==> src/rtl/ft12_pkg.sv <==
`timescale 1ns / 1ps
`default_nettype none

package ft12_pkg;

    // configuration port
    localparam int CFG_IDX_W  = 2;
    localparam int CFG_DATA_W = 16;

    localparam logic [CFG_IDX_W-1:0] CFG_MAX_LEN = 2'd0;
    localparam logic [CFG_IDX_W-1:0] CFG_TIMEOUT = 2'd1;
    localparam logic [CFG_IDX_W-1:0] CFG_MIN_VAR = 2'd2;

    localparam logic [9:0]  MAX_LEN_RST = 10'd512;
    localparam logic [15:0] TIMEOUT_RST = 16'd10;
    localparam logic [8:0]  MIN_VAR_RST = 9'd14;

    // item kinds
    localparam logic FUNC_BYTE = 1'b0;
    localparam logic FUNC_TICK = 1'b1;

    // result codes
    localparam logic [2:0] ST_PENDING       = 3'd0;
    localparam logic [2:0] ST_FIXED_OK      = 3'd1;
    localparam logic [2:0] ST_VAR_OK        = 3'd2;
    localparam logic [2:0] ST_BAD_FIXED     = 3'd3;
    localparam logic [2:0] ST_OVERFLOW      = 3'd4;
    localparam logic [2:0] ST_TIMEOUT_DATA  = 3'd5;
    localparam logic [2:0] ST_TIMEOUT_EMPTY = 3'd6;

    // frame framing bytes
    localparam logic [7:0] START_FIXED = 8'h10;
    localparam logic [7:0] START_VAR   = 8'h68;
    localparam logic [7:0] STOP_BYTE   = 8'h16;

    localparam int         HDR_BYTES    = 4;
    localparam logic [9:0] HDR_COUNT    = 10'd4;
    localparam logic [10:0] FIXED_LEN   = 11'd5;
    localparam logic [10:0] VAR_OVERHEAD = 11'd6;

    typedef struct packed {
        logic       func;
        logic [7:0] rx_byte;
    } t_in_word;

    typedef struct packed {
        logic [2:0] status;
        logic [9:0] frame_len;
    } t_out_word;

    typedef struct packed {
        logic [9:0]  max_len;
        logic [15:0] timeout_ticks;
        logic [8:0]  min_variable_len;
    } t_cfg;

endpackage

`default_nettype wire

==> src/rtl/ft12_cfg_regs.sv <==
`timescale 1ns / 1ps
`default_nettype none

module ft12_cfg_regs (
    input  wire logic                           i_clk,
    input  wire logic                           i_rst_n,
    input  wire logic                           i_cfg_valid,
    output logic                                o_cfg_ready,
    input  wire logic [ft12_pkg::CFG_IDX_W-1:0]  i_cfg_index,
    input  wire logic [ft12_pkg::CFG_DATA_W-1:0] i_cfg_data,
    output ft12_pkg::t_cfg                      o_cfg
);
    import ft12_pkg::*;

    t_cfg r_cfg;

    assign o_cfg_ready = 1'b1;
    assign o_cfg       = r_cfg;

    always_ff @(posedge i_clk) begin
        if (!i_rst_n) begin
            r_cfg.max_len          <= MAX_LEN_RST;
            r_cfg.timeout_ticks    <= TIMEOUT_RST;
            r_cfg.min_variable_len <= MIN_VAR_RST;
        end else if (i_cfg_valid) begin
            case (i_cfg_index)
                CFG_MAX_LEN: r_cfg.max_len          <= i_cfg_data[9:0];
                CFG_TIMEOUT: r_cfg.timeout_ticks    <= i_cfg_data[15:0];
                CFG_MIN_VAR: r_cfg.min_variable_len <= i_cfg_data[8:0];
                default: begin
                end
            endcase
        end
    end

endmodule

`default_nettype wire

==> src/rtl/ft12_in_reg.sv <==
`timescale 1ns / 1ps
`default_nettype none

module ft12_in_reg (
    input  wire logic              i_clk,
    input  wire logic              i_rst_n,
    input  wire logic              i_valid,
    output logic                   o_ready,
    input  wire ft12_pkg::t_in_word i_word,
    output logic                   o_valid,
    input  wire logic              i_take,
    output ft12_pkg::t_in_word     o_word
);
    import ft12_pkg::*;

    logic     r_valid;
    t_in_word r_word;

    // slot frees up in the same cycle the engine takes the held word
    assign o_ready = !r_valid || i_take;
    assign o_valid = r_valid;
    assign o_word  = r_word;

    always_ff @(posedge i_clk) begin
        if (!i_rst_n) begin
            r_valid <= 1'b0;
        end else if (o_ready) begin
            r_valid <= i_valid;
        end
    end

    always_ff @(posedge i_clk) begin
        if (i_valid && o_ready) begin
            r_word <= i_word;
        end
    end

endmodule

`default_nettype wire

==> src/rtl/ft12_frame_engine.sv <==
`timescale 1ns / 1ps
`default_nettype none

module ft12_frame_engine #(
    parameter int MAX_BYTES = 512
) (
    input  wire logic               i_clk,
    input  wire logic               i_rst_n,
    input  wire ft12_pkg::t_cfg     i_cfg,
    input  wire logic               i_valid,
    output logic                    o_take,
    input  wire ft12_pkg::t_in_word i_word,
    output logic                    o_out_valid,
    input  wire logic               i_out_ready,
    output ft12_pkg::t_out_word     o_out_word
);
    import ft12_pkg::*;

    localparam int LIM_BITS = $clog2(MAX_BYTES + 1);
    localparam int LIM_W    = (LIM_BITS > 11) ? LIM_BITS : 11;
    localparam logic [LIM_W-1:0] MAX_LIM = LIM_W'(MAX_BYTES);

    logic [9:0]  r_count, n_count;
    logic [7:0]  r_hdr [HDR_BYTES];
    logic [7:0]  n_hdr [HDR_BYTES];
    logic [7:0]  r_sum, n_sum;
    logic [7:0]  r_sum1, n_sum1;
    logic [7:0]  r_sum2, n_sum2;
    logic [7:0]  r_prev, n_prev;
    logic [15:0] r_tick, n_tick;

    logic        r_out_valid;
    t_out_word   r_out_word;
    t_out_word   res;

    logic        fire;
    logic [7:0]  rx;
    logic [10:0] byte_n;
    logic [16:0] tick_n;
    logic        tick_expired;
    logic [7:0]  fixed_sum;
    logic        fixed_hit;
    logic        var_hit;
    logic [LIM_W-1:0] limit;
    logic        ovf;
    logic        terminal;

    assign o_take = !r_out_valid || i_out_ready;
    assign fire   = i_valid && o_take;
    assign rx     = i_word.rx_byte;

    assign byte_n       = {1'b0, r_count} + 11'd1;
    assign tick_n       = {1'b0, r_tick} + 17'd1;
    assign tick_expired = tick_n > {1'b0, i_cfg.timeout_ticks};
    assign fixed_sum    = r_hdr[1] + r_hdr[2];

    // header bytes are all stored by the time either check can pass
    assign fixed_hit = (byte_n == FIXED_LEN) && (r_hdr[0] == START_FIXED)
                       && (rx == STOP_BYTE);
    assign var_hit = (byte_n >= {2'b00, i_cfg.min_variable_len})
                     && (r_hdr[0] == START_VAR) && (r_hdr[1] == r_hdr[2])
                     && (r_hdr[3] == START_VAR)
                     && (byte_n == VAR_OVERHEAD + {3'b000, r_hdr[1]})
                     && (rx == STOP_BYTE) && (r_sum1 == r_prev);

    assign limit = (LIM_W'(i_cfg.max_len) < MAX_LIM) ? LIM_W'(i_cfg.max_len) : MAX_LIM;
    assign ovf   = LIM_W'(byte_n) >= limit;

    always_comb begin
        n_count  = r_count;
        n_hdr    = r_hdr;
        n_sum    = r_sum;
        n_sum1   = r_sum1;
        n_sum2   = r_sum2;
        n_prev   = r_prev;
        n_tick   = r_tick;
        terminal = 1'b0;
        res.status    = ST_PENDING;
        res.frame_len = r_count;

        if (i_word.func == FUNC_TICK) begin
            if (tick_expired) begin
                terminal   = 1'b1;
                res.status = (r_count != 10'd0) ? ST_TIMEOUT_DATA : ST_TIMEOUT_EMPTY;
            end else begin
                n_tick = tick_n[15:0];
            end
        end else begin
            n_sum2 = r_sum1;
            n_sum1 = r_sum;
            if (r_count >= HDR_COUNT) begin
                n_sum = r_sum + rx;
            end else begin
                n_hdr[r_count[1:0]] = rx;
            end
            n_prev        = rx;
            n_count       = byte_n[9:0];
            res.frame_len = byte_n[9:0];

            if (fixed_hit) begin
                terminal   = 1'b1;
                res.status = (fixed_sum == r_hdr[3]) ? ST_FIXED_OK : ST_BAD_FIXED;
            end else if (var_hit) begin
                terminal   = 1'b1;
                res.status = ST_VAR_OK;
            end else if (ovf) begin
                terminal   = 1'b1;
                res.status = ST_OVERFLOW;
            end
        end

        if (terminal) begin
            n_count = '0;
            for (int k = 0; k < HDR_BYTES; k++) begin
                n_hdr[k] = '0;
            end
            n_sum  = '0;
            n_sum1 = '0;
            n_sum2 = '0;
            n_prev = '0;
            n_tick = '0;
        end
    end

    always_ff @(posedge i_clk) begin
        if (!i_rst_n) begin
            r_count <= '0;
            for (int k = 0; k < HDR_BYTES; k++) begin
                r_hdr[k] <= '0;
            end
            r_sum  <= '0;
            r_sum1 <= '0;
            r_sum2 <= '0;
            r_prev <= '0;
            r_tick <= '0;
        end else if (fire) begin
            r_count <= n_count;
            r_hdr   <= n_hdr;
            r_sum   <= n_sum;
            r_sum1  <= n_sum1;
            r_sum2  <= n_sum2;
            r_prev  <= n_prev;
            r_tick  <= n_tick;
        end
    end

    always_ff @(posedge i_clk) begin
        if (!i_rst_n) begin
            r_out_valid <= 1'b0;
        end else if (o_take) begin
            r_out_valid <= i_valid;
        end
    end

    always_ff @(posedge i_clk) begin
        if (fire) begin
            r_out_word <= res;
        end
    end

    assign o_out_valid = r_out_valid;
    assign o_out_word  = r_out_word;

    // r_sum2 is kept for the frame state; the check reads its next value (r_sum1)
    logic unused_sum2;
    assign unused_sum2 = ^r_sum2;

`ifndef ASSERT_OFF
    a_terminal_clears: assert property (@(posedge i_clk) disable iff (!i_rst_n)
        fire && (res.status != ST_PENDING) |=> (r_count == 10'd0) && (r_tick == 16'd0))
        else $error("frame state not cleared after a terminal result");

    a_byte_counts: assert property (@(posedge i_clk) disable iff (!i_rst_n)
        fire && (i_word.func == FUNC_BYTE) && (res.status == ST_PENDING)
        |=> r_count == $past(r_count) + 10'd1)
        else $error("pending byte did not advance the count");

    a_fixed_len: assert property (@(posedge i_clk) disable iff (!i_rst_n)
        r_out_valid && ((r_out_word.status == ST_FIXED_OK)
                        || (r_out_word.status == ST_BAD_FIXED))
        |-> r_out_word.frame_len == 10'd5)
        else $error("fixed frame result with wrong length");

    a_empty_timeout: assert property (@(posedge i_clk) disable iff (!i_rst_n)
        r_out_valid && (r_out_word.status == ST_TIMEOUT_EMPTY)
        |-> r_out_word.frame_len == 10'd0)
        else $error("empty timeout reported with bytes counted");

    a_result_follows: assert property (@(posedge i_clk) disable iff (!i_rst_n)
        fire |=> r_out_valid)
        else $error("taken word produced no result");
`endif

endmodule

`default_nettype wire

==> src/rtl/ft12_frame_receiver_core.sv <==
`timescale 1ns / 1ps
`default_nettype none
// Path: an accepted word waits in the input register, and its result is registered in
// the engine's output register and offered from there.
// Throughput: one word per cycle while results are taken. The input register holds
// one more word while a result waits; once it is full, an output stall holds the
// input in the same cycle.
// Reset (synchronous, active low) clears all frame state and the pipeline
// and loads the configuration registers with their default values.

module ft12_frame_receiver_core #(
    parameter int MAX_BYTES = 512
) (
    input  wire logic                            i_clk,
    input  wire logic                            i_rst_n,
    input  wire logic                            i_in_valid,
    output logic                                 o_in_ready,
    input  wire ft12_pkg::t_in_word              i_in_word,
    output logic                                 o_out_valid,
    input  wire logic                            i_out_ready,
    output ft12_pkg::t_out_word                  o_out_word,
    input  wire logic                            i_cfg_valid,
    output logic                                 o_cfg_ready,
    input  wire logic [ft12_pkg::CFG_IDX_W-1:0]  i_cfg_index,
    input  wire logic [ft12_pkg::CFG_DATA_W-1:0] i_cfg_data
);
    import ft12_pkg::*;

    t_cfg     cfg;
    logic     held_valid;
    logic     take;
    t_in_word held_word;

    ft12_cfg_regs u_cfg_regs (
        .i_clk       (i_clk),
        .i_rst_n     (i_rst_n),
        .i_cfg_valid (i_cfg_valid),
        .o_cfg_ready (o_cfg_ready),
        .i_cfg_index (i_cfg_index),
        .i_cfg_data  (i_cfg_data),
        .o_cfg       (cfg)
    );

    ft12_in_reg u_in_reg (
        .i_clk   (i_clk),
        .i_rst_n (i_rst_n),
        .i_valid (i_in_valid),
        .o_ready (o_in_ready),
        .i_word  (i_in_word),
        .o_valid (held_valid),
        .i_take  (take),
        .o_word  (held_word)
    );

    ft12_frame_engine #(
        .MAX_BYTES (MAX_BYTES)
    ) u_engine (
        .i_clk       (i_clk),
        .i_rst_n     (i_rst_n),
        .i_cfg       (cfg),
        .i_valid     (held_valid),
        .o_take      (take),
        .i_word      (held_word),
        .o_out_valid (o_out_valid),
        .i_out_ready (i_out_ready),
        .o_out_word  (o_out_word)
    );

endmodule

`default_nettype wire
==> config.mk <==
export PLATFORM = sky130hd
export DESIGN_NAME = ft12_frame_receiver_core
export DESIGN_NICKNAME = d
export VERILOG_FILES = /design/src/rtl/ft12_pkg.sv /design/src/rtl/ft12_cfg_regs.sv /design/src/rtl/ft12_in_reg.sv /design/src/rtl/ft12_frame_engine.sv /design/src/rtl/ft12_frame_receiver_core.sv
export SDC_FILE = /design/constraint.sdc
export NUM_CORES = 1
export LEC_CHECK = 0
export BUFFER_PORTS_ARGS = -buffer_cell sky130_fd_sc_hd__buf_2
export CAP_MARGIN = 40
export CORE_MARGIN = 1.5
export CORE_UTILIZATION = 55
export CTS_CLUSTER_DIAMETER = 200
export DETAILED_ROUTE_END_ITERATION = 8
export PLACE_DENSITY_LB_ADDON = 0.08
export SYNTH_ARGS = -nofsm -noshare
export SYNTH_HDL_FRONTEND = slang
export SYNTH_SLANG_ARGS = --single-unit
==> constraint.sdc <==
create_clock -name i_clk -period 3.35 [get_ports i_clk]
set_clock_uncertainty 0.05 [all_clocks]
set_input_delay 0.67 -clock i_clk [delete_from_list [all_inputs] [get_ports i_clk]]
set_output_delay 0.67 -clock i_clk [all_outputs]
set_load 0.005 [all_outputs]
**After elaboration in Yosys (flattened, before gate mapping)**

Index checks and enable logic that the tools add are counted.

- Output and inout port bits: 16
- Register bits: 141
- Input bits: 32

- Add/sub/neg operators: 5
- Bitwise gates (word level): 1
- Mux-type cells: 31
- Reduce and logical (&&, ||, !) cells: 26
- $lt $le $gt $ge: 7
- Equality and inequality tests: 14

Operator list:

| cell | number |
|---|---|
| 32-bit two-way mux | 3 |
| 8-bit two-way mux | 8 |
| 16-bit two-way mux | 3 |
| 32-bit bitwise mux | 1 |
| 10-bit two-way mux | 3 |
| 8-bit == test | 3 |
| 16-bit by 1-bit adder with 17-bit output (second input constant) | 1 |
| 17-bit by 16-bit > comparator with 1-bit output | 1 |
| 8-bit adder | 2 |
| 8-bit demux with 2-bit select | 1 |
| 8-bit by 5-bit == test with 1-bit output (second input constant) | 2 |
| 8-bit by 7-bit == test with 1-bit output (second input constant) | 2 |
| 3-bit two-way mux | 5 |
| 10-bit by 1-bit adder with 11-bit output (second input constant) | 1 |
| 11-bit == test | 1 |
| 11-bit by 3-bit == test with 1-bit output (second input constant) | 1 |
| 11-bit >= comparator | 1 |
| 11-bit by 9-bit >= comparator with 1-bit output | 1 |
| 1-bit logical AND | 11 |
| 10-bit by 3-bit >= comparator with 1-bit output (second input constant) | 1 |
| 10-bit < comparator (second input constant) | 1 |
| 10-bit nonzero test | 1 |
| 3-bit by 8-bit adder with 9-bit output (first input constant) | 1 |
| 3-bit AND reduction | 3 |
| other kinds (14) | 26 |

**Logic depth before layout (Yosys ltp)**

Gate-level depths: netlist (run 1).

- Depth after elaboration: 13
- Depth in mapped cells: 19

**Modules after synthesis**

From an unflattened synthesis (run 1), not the netlist that was laid out.

- Cell total of the unflattened synthesis: 933
- Area, all modules: 8338.0 um2

Modules (own cells, without submodules):

| module | instances | cells an instance | sequential area each (um2) | area each (um2) |
|---|---|---|---|---|
| ft12_frame_engine | 1 | 779 | 2052.0 | 6620.1 |
| ft12_cfg_regs | 1 | 140 | 700.7 | 1390.1 |
| ft12_in_reg | 1 | 14 | 290.3 | 327.8 |

**Worst setup path before layout (run 1)**

OpenSTA, ideal clock, no wires.

- Kind: register -> register
- Start point: register u_engine.r_count[1]
- End point: register u_engine.r_count[0]
- Library setup time: 0.070 ns
- Slack: -0.222 ns
- Data required time: 3.230 ns
- Arrival: 3.452 ns
- Stages on the path, launching flop included: 16
- Cell sequence: dfxtp_1 ha_1 clkbuf_1 nand3_1 nor2_1 xor2_1 ha_1 a21o_1 a21oi_1 o31ai_1 a41oi_1 nand3b_1 nor2_1 clkbuf_1 nand3_1 a21oi_1

- Longest elaborated chain between the ends: 12
- Elaborated cells between the ends (all ways): 18

Ends and longest elaborated chain:

| element | RTL line | text |
|---|---|---|
| start: declaration | ft12_frame_engine.sv:23 | `logic [9:0] r_count, n_count;` |
| start signal: assignment | ft12_frame_engine.sv:137 | `r_count <= n_count;` |
| 10-bit by 1-bit adder with 11-bit output * | ft12_frame_engine.sv:52 | `assign byte_n = {1'b0, r_count} + 11'd1;` |
| 11-bit by 9-bit >= comparator with 1-bit output | ft12_frame_engine.sv:60 | `assign var_hit = (byte_n >= {2'b00, i_cfg.min_variable_len})` |
| 1-bit logical AND (2 in series) | ft12_frame_engine.sv:61 | `&& (r_hdr[0] == START_VAR) && (r_hdr[1] == r_hdr[2])` |
| 1-bit logical AND | ft12_frame_engine.sv:62 | `&& (r_hdr[3] == START_VAR)` |
| 1-bit logical AND | ft12_frame_engine.sv:63 | `&& (byte_n == VAR_OVERHEAD + {3'b000, r_hdr[1]})` |
| 1-bit logical AND (2 in series) | ft12_frame_engine.sv:64 | `&& (rx == STOP_BYTE) && (r_sum1 == r_prev);` |
| 1-bit two-way mux | ft12_frame_engine.sv:103 | `end else if (var_hit) begin` |
| 1-bit two-way mux * | ft12_frame_engine.sv:100 | `if (fixed_hit) begin` |
| 1-bit two-way mux * | ft12_frame_engine.sv:81 | `if (i_word.func == FUNC_TICK) begin` |
| 10-bit two-way mux * | ft12_frame_engine.sv:112 | `if (terminal) begin` |

Every way passes the cells marked *; elsewhere a longest branch is shown, timed or not.
A chain may end at the register's enable or synchronous reset.

**Final worst setup path (run 1)**

- Start point: register u_engine.r_tick[0]
- End point: register u_engine.r_hdr[18] in the netlist's numbering

- Longest elaborated chain between the ends: 6
- Elaborated cells between the ends (all ways): 8

Ends and longest elaborated chain:

| element | RTL line | text |
|---|---|---|
| start: declaration | ft12_frame_engine.sv:30 | `logic [15:0] r_tick, n_tick;` |
| start signal: assignment | ft12_frame_engine.sv:143 | `r_tick <= n_tick;` |
| 16-bit by 1-bit adder with 17-bit output * | ft12_frame_engine.sv:53 | `assign tick_n = {1'b0, r_tick} + 17'd1;` |
| 17-bit by 16-bit > comparator with 1-bit output * | ft12_frame_engine.sv:54 | `assign tick_expired = tick_n > {1'b0, i_cfg.timeout_ticks};` |
| 1-bit two-way mux * | ft12_frame_engine.sv:82 | `if (tick_expired) begin` |
| 1-bit two-way mux * | ft12_frame_engine.sv:81 |  |
| 2-bit by 1-bit != test with 1-bit output (no source line) | -- |  |
| 3-bit AND reduction (no source line) | -- |  |
| end signal: assignment | ft12_frame_engine.sv:138 | `r_hdr <= n_hdr;` |
| end: declaration | ft12_frame_engine.sv:24 | `logic [7:0] r_hdr [HDR_BYTES];` |

Marked as above.

==> metrics.txt, run 1 <==
status complete, but fails checks; failing checks setup timing; Max clock buf depth 2; crit start category flop; die area ~0.015 mm²; type of the worst min-delay path input pin to flop; GP Congestion about 0.96; CP max-delay cell dfxtp_4; number of nets with antenna violations after routing 0; Max-cap violations 0; crit path DAT 3.74 ns; Netlist cell types 62; clk sinks about 140; fillcell total about 1,000; # H-tree levels 4; setup ws final -0.0729 ns; port buffer count 46; first-pass GRT wire length 32,800 µm; Post-synth ARST share 0%; Worst-Margin Slew between 0.7 and 0.8 ns; Pins Over Slew Limit 0; Core Util, Final between 70% and 80%; grt ovf 0; Avg Inst Size Synth 8.85 µm²; DRC viols 0; CTS Root Cell clkbuf_16; DP HPWL roughly 15,000 µm; Netlist Area Pre-Place approximately 0.0076 mm²; nets@finish about 1,100; Die X approximately 120 µm; Setup CP Type flop to flop; Peak Freq 292 MHz; via count 6,843; DR iter-0 viols about 570; Core ar. 0.0133 mm²; share of layout cells above drive strength 1 27.0%; sequential fraction of the synthesis area 40.0%; crit-path cells and3_4 -> nand3_4 -> nor2_4 -> nand3_4 -> nor2_4 -> nand3_2 -> xnor2_2 -> ha_1 -> nand3_2 -> nor2_2 -> inv_1 -> o221ai_2 -> a21oi_4 -> a21o_1 -> nor4_4 -> and2_4 -> a22o_1; Overall Global Routing Usage roughly 29%; Tot Pwr roughly 3.9 mW; initial core utilization 57.0%; Top Ports 48; main flop type after synthesis dfxtp_1; final hold violation count 0; FF/Latch Area around 0.003 mm²; wire length per cell 17.8 µm; Setup crit end kind flop; Multi-input gate area roughly 0.0047 mm²; critical path fanouts, max 7; TritonRoute pass-1 iters 5; total nets after synthesis between 900 and 1,000; Via density 5.82; Pleak between 4 and 5 nW; largest net degree at the start of global routing 50; max_slew headroom about half; RSZ-0062 raised after global routing yes; Reg clk slew, reported paths about 0.06 ns; setup violators final between 40 and 50; CTS tree done; flops & latches, synth around 140; commonest non-fill, non-tap cell in the layout dfxtp_1; min Tclk post-route 3.42 ns; vias in the first global route 6,462; total CTS buffers 17; area delta synth->final 28.1%; number of flops mapped to enable cells by yosys 22; Total Wirelength about 21,000 µm; number of cells produced by synthesis 859; Clock Latency Late Sink 0.43 ns; maximum VDD drop around 0.34 mV; max incr delay on CP around 0.37 ns; WP data required approximately 3.7 ns; diode count 0; synth warn 0; most frequent cells in the layout 112 x dfxtp_1, 110 x nand2_1, 91 x buf_4; die height ~120 µm; FP Rows 42; period utilisation layout 102%; Cell Pwr Density 396 mW/mm²; initial antenna violation count 0
## routing by layer
layer	part of all wire, %	vias to the layer above	track usage [%]	wire length [µm]
li1	-	3315	-	-
met1	46	3257	41.6	9720
met2	45	223	43.8	9380
met3	6.3	48	6.13	1330
met4	2.7	0	10.6	563
met5	0	-	0	0
## cells in the mapped netlist (7+ instances only)
master    count  area share, %
a21o_1       12            1.2
a21oi_1      60            3.9
a22o_1       46            5.3
and2_1       15            1.2
buf_2         8           0.53
clkbuf_1     31            1.5
dfxtp_1     119             31
edfxtp_1     22            8.7
ha_1         55            9.0
inv_1        39            1.9
mux2i_1      12            1.6
nand2_1     113            5.6
nand3_1      47            3.1
nand4_1      10           0.82
nor2_1       56            2.8
nor2b_1       8           0.66
nor3_1       11           0.72
nor4_1       10           0.82
o211ai_1      8           0.79
o21ai_0      17            1.1
o22ai_1       7           0.58
or2_2         8           0.66
xnor2_1      32            3.7
xor2_1       34            3.9
## through the flow
stage | instance area [µm²] | worst slack (ns) | instances | hold WS, ns | setup TNS [ns]
after floorplan | 7660 | 0.00261 | 859 | 0.386 | 0
final | 9740 | -0.0729 | 1176 | 0.367 | -2.33
after detailed placement | 8630 | -0.319 | 1132 | 0.400 | -19.52
after global placement | 8620 | -0.287 | 1131 | 0.394 | -17.04
after CTS | 9430 | -0.0288 | 1172 | 0.355 | -0.0444
after global routing | 9740 | -0.225 | 1176 | 0.353 | -11.71
## path summary, 6_finish.rpt
path	startpoint	end	slack (ns)	depth (start not counted)
max	u_engine.r_tick[0]$_SDFFE_PN0P_	u_engine.r_hdr[18]$_SDFFE_PN0P_	-0.07	17
min	i_in_word[0]	u_in_reg.o_word[0]$_DFFE_PP_	0.37	1
max reg2reg	u_engine.r_tick[0]$_SDFFE_PN0P_	u_engine.r_hdr[18]$_SDFFE_PN0P_	-0.07	17
min reg2reg	u_cfg_regs.o_cfg[22]$_SDFFE_PN0P_	u_cfg_regs.o_cfg[22]$_SDFFE_PN0P_	0.41	2
## sequential cells by signal, indices dropped and copies added, names as in the netlist
register and count:
u_engine.r_sum 8, u_cfg_regs.o_cfg 35, u_engine.r_prev 8, u_engine.r_sum1 8, u_engine.o_out_word 13, u_engine.r_tick 16
u_in_reg.o_valid 1, u_engine.r_hdr 32, u_engine.o_out_valid 1, u_in_reg.o_word 9, u_engine.r_count 10
## timing repair
item	4_1_cts	5_1_grt
hold buffers	0	0
buffers inserted	8	5
setup endpoints to repair	85	85
resized for setup	50	66
pin swaps	17	30
## kinds of logic (layout without fill, tap and decap cells)
group                      Yosys count  after routing  share of synthesized area, %
other                                1              1                        0.0493
AOI/OAI and AO/OA                  182            182                          16.2
DFF                                141            141                          40.0
and+or+nand+nor                    316            316                          20.5
adders and majority gates           57             57                          9.58
buffers and inverters               83            224                          4.28
xor gates and xnor gates            66             66                          7.60
muxes                               13             13                          1.73
## worst max-delay path, delay by kind of cell (launching register included)
kind | cells | cell delay, ns
AO/OA/AOI/OAI | 4 | 0.71
buffers and inverters | 1 | 0.07
flip-flops | 1 | 0.37
AND/OR/NAND/NOR | 10 | 1.66
XOR/XNOR | 1 | 0.19
adder cells (fa/ha/maj) | 1 | 0.30
## report_power, final
part	leakage, nW	total (mW)	switching [mW]	internal (mW)
registers	1.18	1.78	0.0229	1.75
logic	2.67	0.289	0.174	0.116
clock network	0.269	1.80	0.719	1.08
## cell type report
type | instances | area share [%]
clock buffer | 18 | 4.40
clock inverter | 14 | 1.31
inverter | 42 | 1.62
multi-input combinational | 635 | 48.0
sequential | 141 | 31.4
tap | 176 | 2.26
timing repair buffer | 150 | 11.0
(Power assumes the default switching activity.)
==> run 2, diff against run 1 <==
- HOLD_SLACK_MARGIN: not set -> 0.15
- MAX_ROUTING_LAYER: not set -> met4
- SYNTH_HIERARCHICAL: not set -> 1
==> run 2 against run 1 <==
  * The run ends with DRC, setup timing left
  * Largest cell class unchanged
  * First-iteration DRC count increased by 4.4%
  * Synthesized cell count increased by 8.6%
  * Critical endpoint is now u_engine/r_hdr[23]$_SDFFE_PN0P_
  * Highest routed layer unchanged
  * Final cell count increased by 4.7%
==> metrics.txt, run 2 <==
status complete, but fails checks (unchanged); failing checks DRC, setup timing (was setup timing); Netlist Area Pre-Place 0.00834 mm² (was 0.00760 mm²); area delta synth->final 22.9% (was 28.1%); FP Rows 44 (was 42); via count 7,194 (was 6,843); Post-Place Cell Area 0.00902 mm² (was 0.00863 mm²); sequential fraction of the synthesis area 36.5% (was 40.0%); R2R cell count 17 (unchanged); Clock Latency Late Sink 0.42 ns (was 0.43 ns); Core Util, Final 70.0% (was 73.0%); cell accounting for the most synthesized area dfxtp_1 (unchanged); Worst-Margin Slew 0.639 ns (was 0.768 ns); GP Congestion 0.931 (was 0.959); port buffer count 46 (unchanged); Post-synth ARST share 0% (unchanged); Max clock buf depth 2 (unchanged); # H-tree levels 4 (unchanged); Die X 126 µm (was 121 µm); most frequent cell after synthesis nand2_1 (was dfxtp_1); die area 0.0159 mm² (was 0.0145 mm²); commonest non-fill, non-tap cell in the layout nand2_1 (was dfxtp_1); setup ws final -0.00346 ns (was -0.0729 ns); Place WS -0.212 ns (was -0.319 ns); Avg Inst Size Synth 8.94 µm² (was 8.85 µm²); Reg clk slew, reported paths 0.06 ns (about the same); number of nets with antenna violations after routing 0 (unchanged); critical path fanouts, max 8 (was 7); Total Wirelength 22,000 µm (was 21,000 µm); Pins Over Slew Limit 0 (unchanged); r2r endpoint u_engine/r_hdr[23]$_SDFFE_PN0P_ (was u_engine.r_hdr[18]$_SDFFE_PN0P_); Netlist cell types 76 (was 62); Core ar. 0.0146 mm² (was 0.0133 mm²); die height 126 µm (was 121 µm); Cell Pwr Density 400 mW/mm² (was 396 mW/mm²); flops & latches, synth 141 (unchanged); first-pass GRT wire length 34,300 µm (was 32,800 µm); max_slew headroom 57.3% (was 48.6%); DP HPWL 15,600 µm (was 15,100 µm); ranking of synthesized cells by area dfxtp_1 29%, ha_1 8.3%, edfxtp_1 7.9% (was dfxtp_1 31%, ha_1 9.0%, edfxtp_1 8.7%); fin area 0.0102 mm² (was 0.00974 mm²); Critical Path Source u_engine/r_tick[8]$_SDFFE_PN0P_ (was u_engine.r_tick[0]$_SDFFE_PN0P_); type of the worst min-delay path input pin to flop (unchanged); share of layout cells above drive strength 1 22.4% (was 27.0%); period utilisation layout 100% (was 102%); max reg flops 35 (unchanged); DRC viols 3 (was 0); FF-to-FF Start u_engine/r_tick[8]$_SDFFE_PN0P_ (was u_engine.r_tick[0]$_SDFFE_PN0P_); initial core utilization 56.9% (was 57.0%); Via density 5.84 (was 5.82); clk sinks 141 (unchanged); synth warn 6 (was 0); RSZ-0062 raised after global routing yes (unchanged); main flop type after synthesis dfxtp_1 (unchanged); largest net degree at the start of global routing 65 (was 50); CTS Root Cell clkbuf_16 (unchanged); crit path DAT 3.64 ns (was 3.74 ns); number of cells produced by synthesis 933 (was 859); min Tclk post-route 3.35 ns (was 3.42 ns); Pleak 4.19 nW (was 4.12 nW); Setup crit end kind flop (unchanged); Hold WS 0.366 ns (was 0.367 ns); top-area cell type share of the netlist area 28.6% (was 31.3%); Max-cap violations 0 (unchanged); diode count 0 (unchanged); Peak Freq 298 MHz (was 292 MHz); Top Ports 48 (unchanged); CTS tree done (unchanged); nets@finish 1,123 (was 1,076); number of flops mapped to enable cells by yosys 22 (unchanged); setup violators final 1 (was 43); wire length per cell 17.9 µm (was 17.8 µm); DR iter-0 viols 590 (was 565); Setup CP Type flop to flop (unchanged); initial antenna violation count 0 (unchanged); most frequent cells in the layout 119 x nand2_1, 112 x dfxtp_1, 93 x inv_1 (was 112 x dfxtp_1, 110 x nand2_1, 91 x buf_4); setup slack, reg-to-reg -0.003 ns (was -0.07 ns); final hold violation count 0 (unchanged); total nets after synthesis 1,022 (was 948); maximum VDD drop 0.358 mV (was 0.336 mV); grt ovf 0 (unchanged); vias in the first global route 6,985 (was 6,462); CP Capture Point u_engine/r_hdr[23]$_SDFFE_PN0P_ (was u_engine.r_hdr[18]$_SDFFE_PN0P_); TritonRoute pass-1 iters 9 (was 5); most common library cells after synthesis 121 x nand2_1, 119 x dfxtp_1, 93 x inv_1, 55 x ha_1, 43 x xnor2_1 (was 119 x dfxtp_1, 113 x nand2_1, 60 x a21oi_1, 56 x nor2_1, 55 x ha_1); WP data required 3.64 ns (was 3.67 ns); Overall Global Routing Usage 28.1% (was 29.2%); crit start category flop (unchanged); total CTS buffers 17 (unchanged)
run 2: cell types whose count changed in the layout (fill, tap and decap cells not counted), moves of 11 or more:
cell     before  now
nor2_1       44   29
nor3_1       11   24
a22o_1       46    1
xnor2_1      28   40
buf_4        91   62
nand4_1      10   37
a21oi_1      56   32
o22ai_1       7   21
nand3_1      39   28
o22ai_2       0   16
mux2i_1      12   42
inv_1        36   93
run 2: worst min path at each step:
| stage | startpoint | end | slack (ns) | cells after the start |
|---|---|---|---|---|
| 6_report | i_in_word[7] | u_in_reg/o_word[7]$_DFFE_PP_ | 0.37 | 1 |
| 2_1_floorplan | u_cfg_regs/o_cfg[25]$_SDFFE_PN0P_ | u_cfg_regs/o_cfg[25]$_SDFFE_PN0P_ | 0.38 | 2 |
| 3_5_place_dp | u_cfg_regs/o_cfg[14]$_SDFFE_PN0P_ | u_cfg_regs/o_cfg[14]$_SDFFE_PN0P_ | 0.40 | 2 |
| 5_1_grt | i_in_word[6] | u_in_reg/o_word[6]$_DFFE_PP_ | 0.35 | 1 |
| 4_1_cts | i_in_word[4] | u_in_reg/o_word[4]$_DFFE_PP_ | 0.35 | 1 |
| 3_3_place_gp | u_cfg_regs/o_cfg[25]$_SDFFE_PN0P_ | u_cfg_regs/o_cfg[25]$_SDFFE_PN0P_ | 0.39 | 2 |
run 2: kinds of logic after synthesis:
logic type,Yosys count,share of synthesized area [%]
fa+ha+maj,57,8.73
buf+inv,137,7.28
xor+xnor,74,8.46
other cells,1,0.0450
simple gates,325,20.4
compound gates,154,13.3
mux,44,5.31
flops,141,36.5
run 2: critical path: stages (launching register included):
cell	delay [ns]
dfxtp_2	0.33
buf_6	0.10
nand2_2	0.05
nor4_2	0.27
buf_4	0.20
buf_4	0.13
buf_4	0.11
xnor2_1	0.06
ha_1	0.28
nand4_1	0.15
nor4_2	0.30
a31oi_1	0.15
o31ai_2	0.35
o21a_2	0.23
buf_12	0.13
a41oi_4	0.04
buf_12	0.19
o22ai_1	0.16
run 2: area by class of cell:
| type | instances | area [µm²] |
|---|---|---|
| clock buffers | 22 | 485 |
| clock inverters | 10 | 136 |
| fillers | 1112 | 4400 |
| inverters | 96 | 360 |
| multi-input cells | 655 | 5010 |
| flip-flops and latches | 141 | 3060 |
| well taps | 184 | 230 |
| repair buffers | 123 | 970 |
run 2: layer usage:
metal | global-route usage [%] | routed length (µm) | vias up
met1 | 33.6 | 9500 | 3433
met5 | - | 0 | -
met2 | 47.7 | 10900 | 212
li1 | - | - | 3509
met3 | 5.48 | 1120 | 40
met4 | 8.86 | 472 | 0
run 2: power by group:
| part | total [mW] | internal [mW] | switching, mW | leakage [nW] |
|---|---|---|---|---|
| registers | 1.78 | 1.76 | 0.0238 | 1.18 |
| logic | 0.353 | 0.145 | 0.208 | 2.72 |
| clock network | 1.97 | 1.25 | 0.718 | 0.297 |
run 2: what timing repair did:
action / 4_1_cts / 5_1_grt
gates resized for setup: 9 / 58
setup endpoints to repair: 73 / 83
gates cloned: 0 / 1
buffers inserted: 11 / 14
pin swaps: 12 / 15
hold buffers: 0 / 0
run 2: stage by stage:
step / setup TNS [ns] / total power [mW] / instances
after floorplan: 0 / 2.01 / 933
after global placement: -0.0753 / 2.10 / 1171
after detailed placement: -7.80 / 2.11 / 1172
after CTS: 0 / 4.09 / 1215
after global routing: -5.12 / 4.23 / 1231
final: -0.00346 / 4.10 / 1231
==> run 3, diff against run 2 <==
- CORE_ASPECT_RATIO: not set -> 1.2
- clock period: 3.35 -> 2.7 ns (I/O delays scaled with it)
==> run 3 against run 2 <==
  * The run ends with setup timing left
  * Global-route usage is 1.0 points higher
  * Non-clock buffer count is 80 higher
  * Cell area is 9.0% higher
  * Hold slack worse by 0.14 ns
  * Clock-buffer cell count stayed put
  * Fmax is 4.6% higher
  * Sequential power is 24% higher
==> metrics.txt, run 3 (synthesized netlist as in run 2, its figures left out) <==
RSZ-0062 raised after global routing yes (unchanged); Max-cap violations 0 (unchanged); failing checks setup timing (was DRC, setup timing); period utilisation layout 119% (was 100%); number of nets with antenna violations after routing 0 (unchanged); setup slack, reg-to-reg -0.51 ns (was -0.003 ns); placed cells 1,288 (was 1,172); max_slew headroom 57.7% (was 57.3%); Multi-input gate area 0.00531 mm² (was 0.00501 mm²); maximum VDD drop 0.378 mV (was 0.358 mV); via count 7,417 (was 7,194); CTS tree done (unchanged); die height 138 µm (was 126 µm); Critical Path Source u_engine/r_tick[3]$_SDFFE_PN0P_ (was u_engine/r_tick[8]$_SDFFE_PN0P_); Worst-Margin Slew 0.632 ns (was 0.639 ns); DRC viols 0 (was 3); metal3 WL 927 µm (was 1120 µm); initial core utilization 56.0% (was 56.9%); critical path fanouts, max 8 (unchanged); vias in the first global route 7,040 (was 6,985); setup ws final -0.506 ns (was -0.00346 ns); final hold violation count 0 (unchanged); DP HPWL 15,900 µm (was 15,600 µm); CP Capture Point u_engine/r_prev[4]$_SDFFE_PN0P_ (was u_engine/r_hdr[23]$_SDFFE_PN0P_); Reg clk slew, reported paths 0.06 ns (about the same); initial antenna violation count 0 (unchanged); Peak Freq 312 MHz (was 298 MHz); status complete, but fails checks (unchanged); wire length per cell 16.7 µm (was 17.9 µm); area delta synth->final 33.9% (was 22.9%); Post-Place Cell Area 0.0100 mm² (was 0.00902 mm²); Post-CTS Hold Buffers 0 (unchanged); share of layout cells above drive strength 1 32.2% (was 22.4%); Setup crit end kind flop (unchanged); Top Metal Used met4 (unchanged); setup violators final 85 (was 1); fillcell total 1,061 (was 1,112); crit start category flop (unchanged); type of the worst min-delay path input pin to flop (unchanged); max reg flops 35 (unchanged); Post-Layout Cell Count 1,331 (was 1,231); R2R cell count 15 (was 17); nets@finish 1,203 (was 1,123); Die X 115 µm (was 126 µm); WP data required 3.01 ns (was 3.64 ns); DR iter-0 viols 543 (was 590); most frequent cells in the layout 132 x buf_4, 109 x nand2_1, 109 x dfxtp_1 (was 119 x nand2_1, 112 x dfxtp_1, 93 x inv_1); FF-to-FF Start u_engine/r_tick[3]$_SDFFE_PN0P_ (was u_engine/r_tick[8]$_SDFFE_PN0P_); TritonRoute pass-1 iters 5 (was 9); largest net degree at the start of global routing 83 (was 65); hold path start i_in_word[2] (was i_in_word[7]); total CTS buffers 17 (unchanged); r2r endpoint u_engine/r_prev[4]$_SDFFE_PN0P_ (was u_engine/r_hdr[23]$_SDFFE_PN0P_); Pins Over Slew Limit 0 (unchanged); # H-tree levels 4 (unchanged); DR WL met2 11,400 µm (was 10,900 µm); CTS Root Cell clkbuf_16 (unchanged); grt ovf 0 (unchanged); Pleak 4.68 nW (was 4.19 nW); first-pass GRT wire length 34,700 µm (was 34,300 µm); Overall Global Routing Usage 29.0% (was 28.1%); min Tclk post-route 3.21 ns (was 3.35 ns); commonest non-fill, non-tap cell in the layout buf_4 (was nand2_1); Setup CP Type flop to flop (unchanged); GP Congestion 0.892 (was 0.931); Total Wirelength 22,200 µm (was 22,000 µm); Max clock buf depth 2 (unchanged); fin area 0.0112 mm² (was 0.0102 mm²); Via density 5.57 (was 5.84); FF/Latch Area 0.00307 mm² (was 0.00306 mm²); Cell Pwr Density 439 mW/mm² (was 400 mW/mm²); Metal-1 WL 9220 µm (was 9500 µm); diode count 0 (unchanged); Clock Latency Late Sink 0.43 ns (was 0.42 ns); Tot Pwr 4.91 mW (was 4.10 mW); crit path DAT 3.52 ns (was 3.64 ns); port buffer count 46 (unchanged); FP Rows 49 (was 44); die area 0.0159 mm² (about the same); Top Ports 48 (unchanged); clk sinks 141 (unchanged); Core ar. 0.0149 mm² (was 0.0146 mm²)
## run 3: changes by cell type in the layout (fill, tap and decap cells not counted), moves of 5 or more
cell / delta
buf_4: +70
a21oi_1: -10
a21oi_2: +10
buf_6: +10
nand2_1: -10
nor3_1: -10
nor3_2: +7
nand2_2: +6
xnor2_1: -5
xnor2_2: +5
## run 3: critical path, stage by stage, from the launching register on
cell and delay (ns):
dfxtp_2 0.35, nand2_2 0.06, buf_6 0.11, nor4_4 0.35
nand3_2 0.13, xnor2_2 0.18, ha_1 0.31, nand4_1 0.23
nor4_4 0.24, a31oi_4 0.14, o31ai_4 0.25, buf_6 0.15
or2_4 0.21, clkbuf_16 0.19, nand2_1 0.06, a21oi_1 0.12
## run 3: repair_timing
item                       in CTS  in global routing
resized for setup              54                 49
setup endpoints to repair      85                 85
setup buffers                   9                  2
pin swaps                      35                 23
cloned                          0                  2
## run 3: report_power, final
| group | total [mW] | internal (mW) | switching (mW) | leakage (nW) |
|---|---|---|---|---|
| combinational | 0.476 | 0.201 | 0.275 | 3.22 |
| sequential | 2.20 | 2.18 | 0.0262 | 1.18 |
| clock | 2.23 | 1.28 | 0.944 | 0.279 |
## run 3: worst min-delay path by stage
stage	end	slack, ns	cells past startpoint
floorplan	u_cfg_regs/o_cfg[25]$_SDFFE_PN0P_	0.38	2
global placement	u_cfg_regs/o_cfg[25]$_SDFFE_PN0P_	0.39	2
detailed placement	u_cfg_regs/o_cfg[33]$_SDFFE_PN0P_	0.40	2
CTS	u_in_reg/o_word[4]$_DFFE_PP_	0.22	1
global route	u_in_reg/o_word[2]$_DFFE_PP_	0.22	1
finish	u_in_reg/o_word[2]$_DFFE_PP_	0.23	1
## run 3: cell type report
cell class | count | area share (%)
Timing Repair Buffer | 203 | 14.5
Clock buffer | 22 | 4.34
Multi-Input combinational cell | 655 | 47.5
Clock inverter | 10 | 0.672
Sequential cell | 141 | 27.5
Inverter | 96 | 3.25
Tap cell | 204 | 2.29
## run 3: per-layer routing
layer	track usage, %	vias to the layer above
li1	-	3671
met1	33.2	3494
met2	50.8	204
met3	5.03	48
met4	11.2	0
met5	-	-
## run 3: per-stage QoR
step	hold slack [ns]	setup WS [ns]	util (%)	setup TNS (ns)
3_3_place_gp	0.390	-0.434	67.3	-31.18
5_1_grt	0.222	-0.596	74.9	-45.46
2_1_floorplan	0.380	-0.246	-	-18.13
4_1_cts	0.218	-0.394	72.9	-27.75
3_5_place_dp	0.397	-0.477	67.3	-32.84
6_report	0.228	-0.506	74.9	-36.84
